==> src/rtl/receive_reorder_buffer_assert.svh <==
// Assertion macros used by the receive reorder buffer RTL.
`ifndef RECEIVE_REORDER_BUFFER_ASSERT_SVH
`define RECEIVE_REORDER_BUFFER_ASSERT_SVH

// The consequent must hold in the same cycle as the antecedent.
`define RRB_ASSERT_NOW(label, ante, cons) \
  label: assert property (@(posedge clk) disable iff (!rst_n) (ante) |-> (cons)) \
    else $error("receive_reorder_buffer: same-cycle check failed");

// The consequent must hold in the cycle after the antecedent.
`define RRB_ASSERT_NEXT(label, ante, cons) \
  label: assert property (@(posedge clk) disable iff (!rst_n) (ante) |=> (cons)) \
    else $error("receive_reorder_buffer: next-cycle check failed");

`endif

==> src/rtl/rrb_pkg.sv <==
// Package with the constants, codes and types of the receive reorder buffer.
package rrb_pkg;

  localparam int DEPTH       = 16;
  localparam int IDX_W       = $clog2(DEPTH);
  localparam int MAX_RESULTS = 16;
  localparam int CNT_W       = (MAX_RESULTS > 1) ? $clog2(MAX_RESULTS) : 1;

  localparam int SEQ_W    = 16;
  localparam int LEN_W    = 16;
  localparam int TAG_W    = 16;
  localparam int BYTES_W  = 20;
  localparam int STATUS_W = 2;

  localparam int IN_DATA_W  = 48;
  localparam int OUT_DATA_W = 40;
  localparam int CFG_IDX_W  = 1;
  localparam int CFG_DATA_W = 20;

  localparam logic [BYTES_W-1:0] WINDOW_RESET   = 20'd65535;
  localparam logic [SEQ_W-1:0]   INIT_SEQ_RESET = 16'd0;

  localparam logic [CFG_IDX_W-1:0] REG_WINDOW   = 1'd0;
  localparam logic [CFG_IDX_W-1:0] REG_INIT_SEQ = 1'd1;

  localparam logic [STATUS_W-1:0] ST_ACCEPTED = 2'd0;
  localparam logic [STATUS_W-1:0] ST_NO_ROOM  = 2'd1;
  localparam logic [STATUS_W-1:0] ST_OCCUPIED = 2'd2;

  typedef struct packed {
    logic             valid;
    logic [TAG_W-1:0] tag;
    logic [LEN_W-1:0] length;
  } cell_t;

  typedef enum logic [2:0] {
    S_IDLE = 3'b001,
    S_ADD  = 3'b010,
    S_REL  = 3'b100
  } state_t;

endpackage

==> src/rtl/rrb_cell.sv <==
// One slot of the reorder chain; it loads a segment or takes its upper neighbor on a shift.
module rrb_cell (
  input  logic                      clk,
  input  logic                      rst_n,
  input  logic                      shift,
  input  logic                      wr_en,
  input  logic [rrb_pkg::TAG_W-1:0] wr_tag,
  input  logic [rrb_pkg::LEN_W-1:0] wr_length,
  input  rrb_pkg::cell_t            nbr,
  output rrb_pkg::cell_t            q
);

  logic                      valid_r, valid_nxt;
  logic [rrb_pkg::TAG_W-1:0] tag_r, tag_nxt;
  logic [rrb_pkg::LEN_W-1:0] length_r, length_nxt;

  always_comb begin
    priority if (shift) begin
      valid_nxt  = nbr.valid;
      tag_nxt    = nbr.tag;
      length_nxt = nbr.length;
    end else if (wr_en) begin
      valid_nxt  = 1'b1;
      tag_nxt    = wr_tag;
      length_nxt = wr_length;
    end else begin
      valid_nxt  = valid_r;
      tag_nxt    = tag_r;
      length_nxt = length_r;
    end
  end

  always_ff @(posedge clk) begin
    if (!rst_n) begin
      valid_r <= 1'b0;
    end else begin
      valid_r <= valid_nxt;
    end
  end

  always_ff @(posedge clk) begin
    tag_r    <= tag_nxt;
    length_r <= length_nxt;
  end

  assign q.valid  = valid_r;
  assign q.tag    = tag_r;
  assign q.length = length_r;

endmodule

==> src/rtl/receive_reorder_buffer.sv <==
// Receive reorder buffer top level: control, window accounting and the chain of slot cells.
//
// Segments are held in a chain of DEPTH cells ordered by distance from the expected
// sequence number; cell zero always holds the expected segment. An item is taken in
// the idle state, checked and stored in the add state, and then the chain shifts down
// by one cell per released segment, one result per cycle while the output is not
// stalled. Results leave through the single output register, one per released segment,
// or a single one when an item releases none. At most 16 segments are released per
// item; any remainder goes out with the following items. New items are taken only
// between runs; the last result of a run may still wait in the output register while
// the next item is taken.
module receive_reorder_buffer (
  input  logic                           clk,
  input  logic                           rst_n,
  input  logic                           cfg_wr_en,
  input  logic [rrb_pkg::CFG_IDX_W-1:0]  cfg_index,
  input  logic [rrb_pkg::CFG_DATA_W-1:0] cfg_wdata,
  input  logic                           in_tvalid,
  output logic                           in_tready,
  // Fields from bit 0: segment_seq, segment_length, segment_tag.
  input  logic [rrb_pkg::IN_DATA_W-1:0]  in_tdata,
  output logic                           out_tvalid,
  input  logic                           out_tready,
  // Fields from bit 0: add_status, release_seq, release_tag, zero fill.
  output logic [rrb_pkg::OUT_DATA_W-1:0] out_tdata,
  // Fields from bit 0: release_valid.
  output logic                           out_tuser,
  output logic                           out_tlast
);

`include "receive_reorder_buffer_assert.svh"

  rrb_pkg::state_t state_r, state_nxt;

  logic [rrb_pkg::SEQ_W-1:0]    seg_seq_r, seg_seq_nxt;
  logic [rrb_pkg::LEN_W-1:0]    seg_len_r, seg_len_nxt;
  logic [rrb_pkg::TAG_W-1:0]    seg_tag_r, seg_tag_nxt;
  logic [rrb_pkg::SEQ_W-1:0]    expected_r, expected_nxt;
  logic [rrb_pkg::BYTES_W-1:0]  bytes_r, bytes_nxt;
  logic [rrb_pkg::BYTES_W-1:0]  window_r, window_nxt;
  logic [rrb_pkg::STATUS_W-1:0] status_r, status_nxt;
  logic [rrb_pkg::CNT_W-1:0]    cnt_r, cnt_nxt;

  logic                         out_valid_r, out_valid_nxt;
  logic [rrb_pkg::STATUS_W-1:0] out_status_r, out_status_nxt;
  logic                         out_rel_r, out_rel_nxt;
  logic [rrb_pkg::SEQ_W-1:0]    out_seq_r, out_seq_nxt;
  logic [rrb_pkg::TAG_W-1:0]    out_tag_r, out_tag_nxt;
  logic                         out_last_r, out_last_nxt;

  rrb_pkg::cell_t               cells_q [rrb_pkg::DEPTH];
  logic [rrb_pkg::DEPTH-1:0]    vld;
  logic [rrb_pkg::DEPTH-1:0]    wr_en;
  logic                         shift;
  logic                         add_ok;
  logic [rrb_pkg::SEQ_W-1:0]    offset;
  logic [rrb_pkg::IDX_W-1:0]    slot_idx;
  logic                         in_win;
  logic                         room;
  logic                         can_out;
  logic                         run_last;

  assign in_tready = (state_r == rrb_pkg::S_IDLE);
  assign can_out   = !out_valid_r || out_tready;

  assign offset   = seg_seq_r - expected_r;
  assign slot_idx = offset[rrb_pkg::IDX_W-1:0];
  assign in_win   = (offset < rrb_pkg::SEQ_W'(rrb_pkg::DEPTH));
  assign room     = ({1'b0, bytes_r} + {5'd0, seg_len_r}) <= {1'b0, window_r};
  assign add_ok   = (state_r == rrb_pkg::S_ADD) && in_win && room && !vld[slot_idx];
  assign shift    = (state_r == rrb_pkg::S_REL) && can_out && cells_q[0].valid;
  assign run_last = (cnt_r == rrb_pkg::CNT_W'(rrb_pkg::MAX_RESULTS - 1)) || !cells_q[1].valid;

  for (genvar k = 0; k < rrb_pkg::DEPTH; k++) begin : g_cell
    rrb_pkg::cell_t nbr;
    if (k == rrb_pkg::DEPTH - 1) begin : g_top
      assign nbr = '0;
    end else begin : g_mid
      assign nbr = cells_q[k+1];
    end
    assign vld[k]   = cells_q[k].valid;
    assign wr_en[k] = add_ok && (slot_idx == rrb_pkg::IDX_W'(k));
    rrb_cell u_cell (
      .clk       (clk),
      .rst_n     (rst_n),
      .shift     (shift),
      .wr_en     (wr_en[k]),
      .wr_tag    (seg_tag_r),
      .wr_length (seg_len_r),
      .nbr       (nbr),
      .q         (cells_q[k])
    );
  end

  always_comb begin
    state_nxt      = state_r;
    seg_seq_nxt    = seg_seq_r;
    seg_len_nxt    = seg_len_r;
    seg_tag_nxt    = seg_tag_r;
    expected_nxt   = expected_r;
    bytes_nxt      = bytes_r;
    window_nxt     = window_r;
    status_nxt     = status_r;
    cnt_nxt        = cnt_r;
    out_valid_nxt  = out_valid_r && !out_tready;
    out_status_nxt = out_status_r;
    out_rel_nxt    = out_rel_r;
    out_seq_nxt    = out_seq_r;
    out_tag_nxt    = out_tag_r;
    out_last_nxt   = out_last_r;

    unique case (state_r)
      rrb_pkg::S_IDLE: begin
        if (in_tvalid) begin
          seg_seq_nxt = in_tdata[15:0];
          seg_len_nxt = in_tdata[31:16];
          seg_tag_nxt = in_tdata[47:32];
          state_nxt   = rrb_pkg::S_ADD;
        end
      end
      rrb_pkg::S_ADD: begin
        priority if (!in_win || !room) begin
          status_nxt = rrb_pkg::ST_NO_ROOM;
        end else if (vld[slot_idx]) begin
          status_nxt = rrb_pkg::ST_OCCUPIED;
        end else begin
          status_nxt = rrb_pkg::ST_ACCEPTED;
          bytes_nxt  = bytes_r + {4'd0, seg_len_r};
        end
        cnt_nxt   = '0;
        state_nxt = rrb_pkg::S_REL;
      end
      rrb_pkg::S_REL: begin
        if (can_out) begin
          out_valid_nxt  = 1'b1;
          out_status_nxt = status_r;
          if (cells_q[0].valid) begin
            out_rel_nxt  = 1'b1;
            out_seq_nxt  = expected_r;
            out_tag_nxt  = cells_q[0].tag;
            out_last_nxt = run_last;
            bytes_nxt    = bytes_r - {4'd0, cells_q[0].length};
            expected_nxt = expected_r + 16'd1;
            cnt_nxt      = cnt_r + 1'b1;
            if (run_last) begin
              state_nxt = rrb_pkg::S_IDLE;
            end
          end else begin
            out_rel_nxt  = 1'b0;
            out_seq_nxt  = '0;
            out_tag_nxt  = '0;
            out_last_nxt = 1'b1;
            state_nxt    = rrb_pkg::S_IDLE;
          end
        end
      end
      default: begin
        state_nxt = rrb_pkg::S_IDLE;
      end
    endcase

    if (cfg_wr_en) begin
      if (cfg_index == rrb_pkg::REG_WINDOW) begin
        window_nxt = cfg_wdata;
      end else if (cfg_index == rrb_pkg::REG_INIT_SEQ) begin
        if (!(|vld)) begin
          expected_nxt = cfg_wdata[15:0];
        end
      end
    end
  end

  always_ff @(posedge clk) begin
    if (!rst_n) begin
      state_r     <= rrb_pkg::S_IDLE;
      expected_r  <= rrb_pkg::INIT_SEQ_RESET;
      bytes_r     <= '0;
      window_r    <= rrb_pkg::WINDOW_RESET;
      cnt_r       <= '0;
      out_valid_r <= 1'b0;
    end else begin
      state_r     <= state_nxt;
      expected_r  <= expected_nxt;
      bytes_r     <= bytes_nxt;
      window_r    <= window_nxt;
      cnt_r       <= cnt_nxt;
      out_valid_r <= out_valid_nxt;
    end
  end

  always_ff @(posedge clk) begin
    seg_seq_r    <= seg_seq_nxt;
    seg_len_r    <= seg_len_nxt;
    seg_tag_r    <= seg_tag_nxt;
    status_r     <= status_nxt;
    out_status_r <= out_status_nxt;
    out_rel_r    <= out_rel_nxt;
    out_seq_r    <= out_seq_nxt;
    out_tag_r    <= out_tag_nxt;
    out_last_r   <= out_last_nxt;
  end

  assign out_tvalid = out_valid_r;
  assign out_tdata  = {6'd0, out_tag_r, out_seq_r, out_status_r};
  assign out_tuser  = out_rel_r;
  assign out_tlast  = out_last_r;

  `RRB_ASSERT_NEXT(a_add_then_release, state_r == rrb_pkg::S_ADD, state_r == rrb_pkg::S_REL)
  `RRB_ASSERT_NEXT(a_shift_advances, shift, expected_r == $past(expected_r) + 16'd1)
  `RRB_ASSERT_NOW(a_empty_is_last, out_valid_r && !out_rel_r, out_last_r)

endmodule

==> config.mk <==
export PLATFORM = sky130hd
export DESIGN_NAME = receive_reorder_buffer
export DESIGN_NICKNAME = d
export VERILOG_FILES = /design/src/rtl/rrb_pkg.sv /design/src/rtl/rrb_cell.sv /design/src/rtl/receive_reorder_buffer.sv
export VERILOG_INCLUDE_DIRS = /design/src /design/src/rtl
export SDC_FILE = /design/constraint.sdc
export NUM_CORES = 1
export LEC_CHECK = 0
export BUFFER_PORTS_ARGS = -buffer_cell sky130_fd_sc_hd__clkbuf_2
export CAP_MARGIN = 0
export CORE_ASPECT_RATIO = 0.8
export CORE_MARGIN = 5
export CORE_UTILIZATION = 30
export CTS_CLUSTER_DIAMETER = 150
export DETAILED_ROUTE_END_ITERATION = 6
export GPL_TIMING_DRIVEN = 0
export MAX_ROUTING_LAYER = met4
export PLACE_DENSITY = 0.57
export SYNTH_ARGS = -nofsm -noshare
export SYNTH_HDL_FRONTEND = slang
export SYNTH_SLANG_ARGS = --single-unit
export TNS_END_PERCENT = 1
==> constraint.sdc <==
create_clock -name clk -period 9.3 [get_ports clk]
set_input_delay 0.465 -clock clk [delete_from_list [all_inputs] [get_ports clk]]
set_output_delay 0.465 -clock clk [all_outputs]
set_load 0.01 [all_outputs]
==> results_tabular.tex <==
\begin{tabular}{lr}
\hline
Metric & Value \\
\hline
\multicolumn{2}{l}{\textbf{Outcome}} \\
Run status & finished clean \\
\multicolumn{2}{l}{\textbf{Route}} \\
DR pass1 iterations & 5 \\
Routed via count & 21,200 \\
DRC violations left & 0 \\
Routed Antenna Nets & 0 \\
Detailed router's first-iteration violation count & 1,781 \\
Avg WL per Cell & about 18 um \\
Post-detailed-route via-to-cell ratio & 4.81 \\
Total wire length after detailed routing & 80,400 um \\
\multicolumn{2}{l}{\textbf{Timing}} \\
Final Slew Violations & 0 \\
Final setup viols & 0 \\
Worst hold margin & about 38 ps \\
Setup slack after layout & 1470 ps \\
Fin crit share & a little over four fifths \\
Clock tree skew after final layout & about 19 ps \\
Shortest period the worst path allows & 7830 ps \\
FMAX & 0.128 GHz \\
Count of endpoints failing hold in the final timing report & 0 \\
Setup repair after global routing missed its margin & no \\
Transition time at the pin with the least slew margin & 1170 ps \\
Rel. slew slack & 22.3\% \\
\multicolumn{2}{l}{\textbf{Setup path}} \\
Number of buffers and inverters on the critical path & 2 \\
Type of element launching the critical path & flip-flop \\
Last element of the critical path & g\_cell[0].u\_cell.length\_r[6]\$\_DFFE\_PP\_ \\
Crit path kind & reg -> reg \\
Critical path endpoint category & flip-flop \\
List of cells traversed by the critical path & ha\_1 > a21o\_1 > a21oi\_1 > nor2b\_1 > o21ai\_0 > a2111oi\_0 > o21a\_1 > o41a\_1 > a21oi\_1 > xnor2\_1 > ha\_1 > nand4\_1 > nor4\_1 > a21boi\_0 > a211oi\_1 > nand4\_1 > nor3\_1 > clkbuf\_1 > nand3\_1 > o21ai\_4 > buf\_16 \\
CP required & 9620 ps \\
Register-to-Register Path Depth & 21 \\
Internal reg-to-reg setup slack & between 1000 and 1500 ps \\
Largest fanout on the critical path & 17 \\
Data arrival, critical path & 8150 ps \\
Number of cells on the critical path & 21 \\
Launch point of the worst path & seg\_len\_r[1]\$\_DFFE\_PP\_ \\
Critical path's top delay family & compound AO/OA/AOI/OAI gates \\
Maximum cell stage delay along the critical path & 840 ps \\
Cell with the largest stage delay on the worst path & nor4\_1 \\
FF-to-FF Start & seg\_len\_r[1]\$\_DFFE\_PP\_ \\
Endpoint of the worst-slack reg-to-reg timing path & g\_cell[0].u\_cell.length\_r[6]\$\_DFFE\_PP\_ \\
\multicolumn{2}{l}{\textbf{Die}} \\
Floorplan row count & 103 \\
Die boundary width & roughly 360 um \\
I/O pin count & 118 \\
Vertical die dimension & 293 um \\
Initial standard-cell utilization of the core & a little under a third \\
Core footprint & between 90,000 and 100,000 um\^{}2 \\
Die Outline Area & 107,000 um\^{}2 \\
\multicolumn{2}{l}{\textbf{Cells and area}} \\
Share of layout cells above drive strength 1 & 9.27\% \\
End-of-flow core utilization & 35.8\% \\
Ant. Diodes & 0 \\
Filler instances & 9,872 \\
Total area of multi-input combinational cells & about 10,000 um\^{}2 \\
Total Nets Final & roughly 3,200 \\
Storage cell area & approximately 19,000 um\^{}2 \\
Final standard cell area without fillers & 35,500 um\^{}2 \\
Area Overhead vs Synth & 18.1\% \\
\multicolumn{2}{l}{\textbf{Global routing}} \\
Remaining global-route overflow & 0 \\
Global-route wire length before repair & 123,000 um \\
Layer carrying the most global-route usage & met2 \\
Number of antenna violations at the first check in global routing & 1 \\
Met1 track demand over resource in global routing & 21.9\% \\
Number of global-route vias before repair & 20,200 \\
Met2 routing resource usage after global routing & between 20\% and 30\% \\
Gr usage total & 15.3\% \\
Pin count of the biggest net entering global routing & 34 \\
GR met3 Demand/Resource & 2.75\% \\
\multicolumn{2}{l}{\textbf{Logic synthesis}} \\
Number of enable-type register cells in the synthesized netlist & $\sim$570 \\
Post-synthesis sequential area ratio & around 64\% \\
Flop and latch count out of synthesis & just under 700 \\
Post-synthesis async set-or-reset flop share & 0\% \\
Main area contributors after synthesis & edfxtp\_1 (57\%), nand2\_1 (14\%), dfxtp\_1 (7.5\%), ha\_1 (3.0\%), clkbuf\_1 (1.7\%) \\
Post-Synthesis Cells & 2,803 \\
Area share of the largest cell type after synthesis & 56.6\% \\
Dominant cell type by area after synthesis & edfxtp\_1 \\
Cell Area, Synth & 30,000 um\^{}2 \\
Avg Inst Size Synth & approximately 11 um\^{}2 \\
Library cells used by synthesis & 74 \\
Count of warnings emitted by yosys & 0 \\
Ys flop type & edfxtp\_1 \\
\multicolumn{2}{l}{\textbf{CTS}} \\
Post-CTS Setup Inserts & 0 \\
H-Tree Level Count & 3 \\
Cts bufs inserted & 69 \\
Number of resized instances in the post-cts repair step & 0 \\
Clock Sinks & 678 \\
Count of hold buffers inserted by post-cts repair & 33 \\
Buffer cell driving the clock tree root & clkbuf\_16 \\
Clock slew at the register clock pins of the worst setup and hold paths & 60 ps \\
TritonCTS clock tree & yes \\
Clock insertion delay at the later pin of the skew report & 620 ps \\
Clk buf depth & 3 \\
\multicolumn{2}{l}{\textbf{Min path}} \\
Class of the worst hold path & in -> reg \\
\multicolumn{2}{l}{\textbf{Place}} \\
Setup Slack @ Placement & 1570 ps \\
Number of input and output port buffers inserted & 111 \\
Placement-stage cell area & between 30,000 and 40,000 um\^{}2 \\
Placer Congestion & around 0.87 \\
Post-DP HPWL & 56,800 um \\
\multicolumn{2}{l}{\textbf{Run}} \\
Number of max-cap violations & 0 \\
\multicolumn{2}{l}{\textbf{Power and ir drop}} \\
IR Drop Worst-Case VDD & 0.113 mV \\
Leakage dissipation & 13.2 nW \\
Power density relative to cell area & 187 nW/um\^{}2 \\
\hline
\end{tabular}
cell type report:
class	instances	share of cell area, %
inverters	63	0.667
clock inverters	26	0.780
well taps	1312	4.63
repair buffers	161	3.59
multi-input cells	1913	28.4
plain buffers	154	1.88
clock buffers	100	5.77
flip-flops and latches	678	54.3
layout by cell type, fill, tap and decap left out, types with 18 or more instances in the layout:
cell type,netlist,routed
mux2i_1,38,38
a211oi_1,37,37
ha_1,73,73
edfxtp_1,566,566
xnor2_1,46,46
dlygate4sd3_1,0,33
o211ai_1,25,25
nor2_1,87,86
nand2_1,1115,1115
inv_1,63,63
a21oi_1,88,88
nand3_1,39,39
dfxtp_1,112,112
o21ai_0,71,57
clkbuf_2,0,111
clkbuf_1,134,148
and2_1,38,37
clkbuf_16,0,72
xor2_1,18,18
report_power, final:
group / total (mW) / internal (mW) / switching, mW
sequential: 3.35 / 3.32 / 0.0245
clock: 2.85 / 1.63 / 1.21
combinational: 0.445 / 0.151 / 0.294
through the flow:
stage	cells	power [mW]	TNS [ps]
finish	4407	6.64	0
global route	4407	6.89	0
global placement	4231	3.83	-864750
floorplan	2808	3.68	0
detailed placement	4248	3.84	0
CTS	4407	6.71	0
registers in the layout, indices dropped and copies added, names as in the netlist:
signal	cells
out_tlast	1
seg_len_r	16
cnt_r	4
out_tvalid	1
out_tag_r	16
status_r	2
state_r	3
out_tuser	1
bytes_r	20
expected_r	16
g_cell.u_cell.length_r	256
out_status_r	2
seg_seq_r	16
g_cell.u_cell.tag_r	256
out_seq_r	16
seg_tag_r	16
window_r	20
g_cell.u_cell.valid_r	16
kinds of logic after synthesis:
family / after synthesis / share of synthesized area [%]
AND/OR/NAND/NOR: 1406 / 19.3
flip-flops: 678 / 64.1
AO/OA/AOI/OAI: 317 / 6.81
buffers and inverters: 217 / 3.01
adder cells (fa/ha/maj): 76 / 3.24
XOR/XNOR: 64 / 1.87
multiplexers: 44 / 1.68
other: 1 / 0.0125
worst min-delay path by stage:
stage / from / endpoint / slack, ps / cells past startpoint
after floorplan: status_r[0]$_SDFFCE_PP1P_ / out_status_r[0]$_DFFE_PP_ / 400 / 0
after global placement: g_cell[15].u_cell.tag_r[3]$_SDFFE_PP0P_ / g_cell[15].u_cell.tag_r[3]$_SDFFE_PP0P_ / 440 / 2
after detailed placement: window_r[18]$_SDFFE_PN0P_ / window_r[18]$_SDFFE_PN0P_ / 450 / 2
after CTS: in_tdata[12] / seg_seq_r[12]$_DFFE_PP_ / 1 / 1
after global routing: in_tdata[12] / seg_seq_r[12]$_DFFE_PP_ / 10 / 1
final: in_tdata[12] / seg_seq_r[12]$_DFFE_PP_ / 40 / 1
cell usage after synthesis (all sizes together) (14+ instances only):
cell,instances
inv,63
a41oi,16
nand2,1115
a21o,16
clkbuf,134
dfxtp,112
xor2,18
nor3,15
edfxtp,566
nand3,39
and3,15
o21ai,75
and2,38
ha,73
mux2i,38
nand2b,14
o211ai,25
a21oi,89
buf,20
xnor2,46
nand4,14
a211oi,37
nor2,89
layer usage:
layer	wire length, um	vias to the layer above	share of wire, %
li1	-	10200	-
met3	5240	102	6.5
met2	35300	643	44
met1	38200	10300	47
met4	1660	0	2.1
met5	0	-	0
No activity file was read; power rests on OpenSTA's default activity.
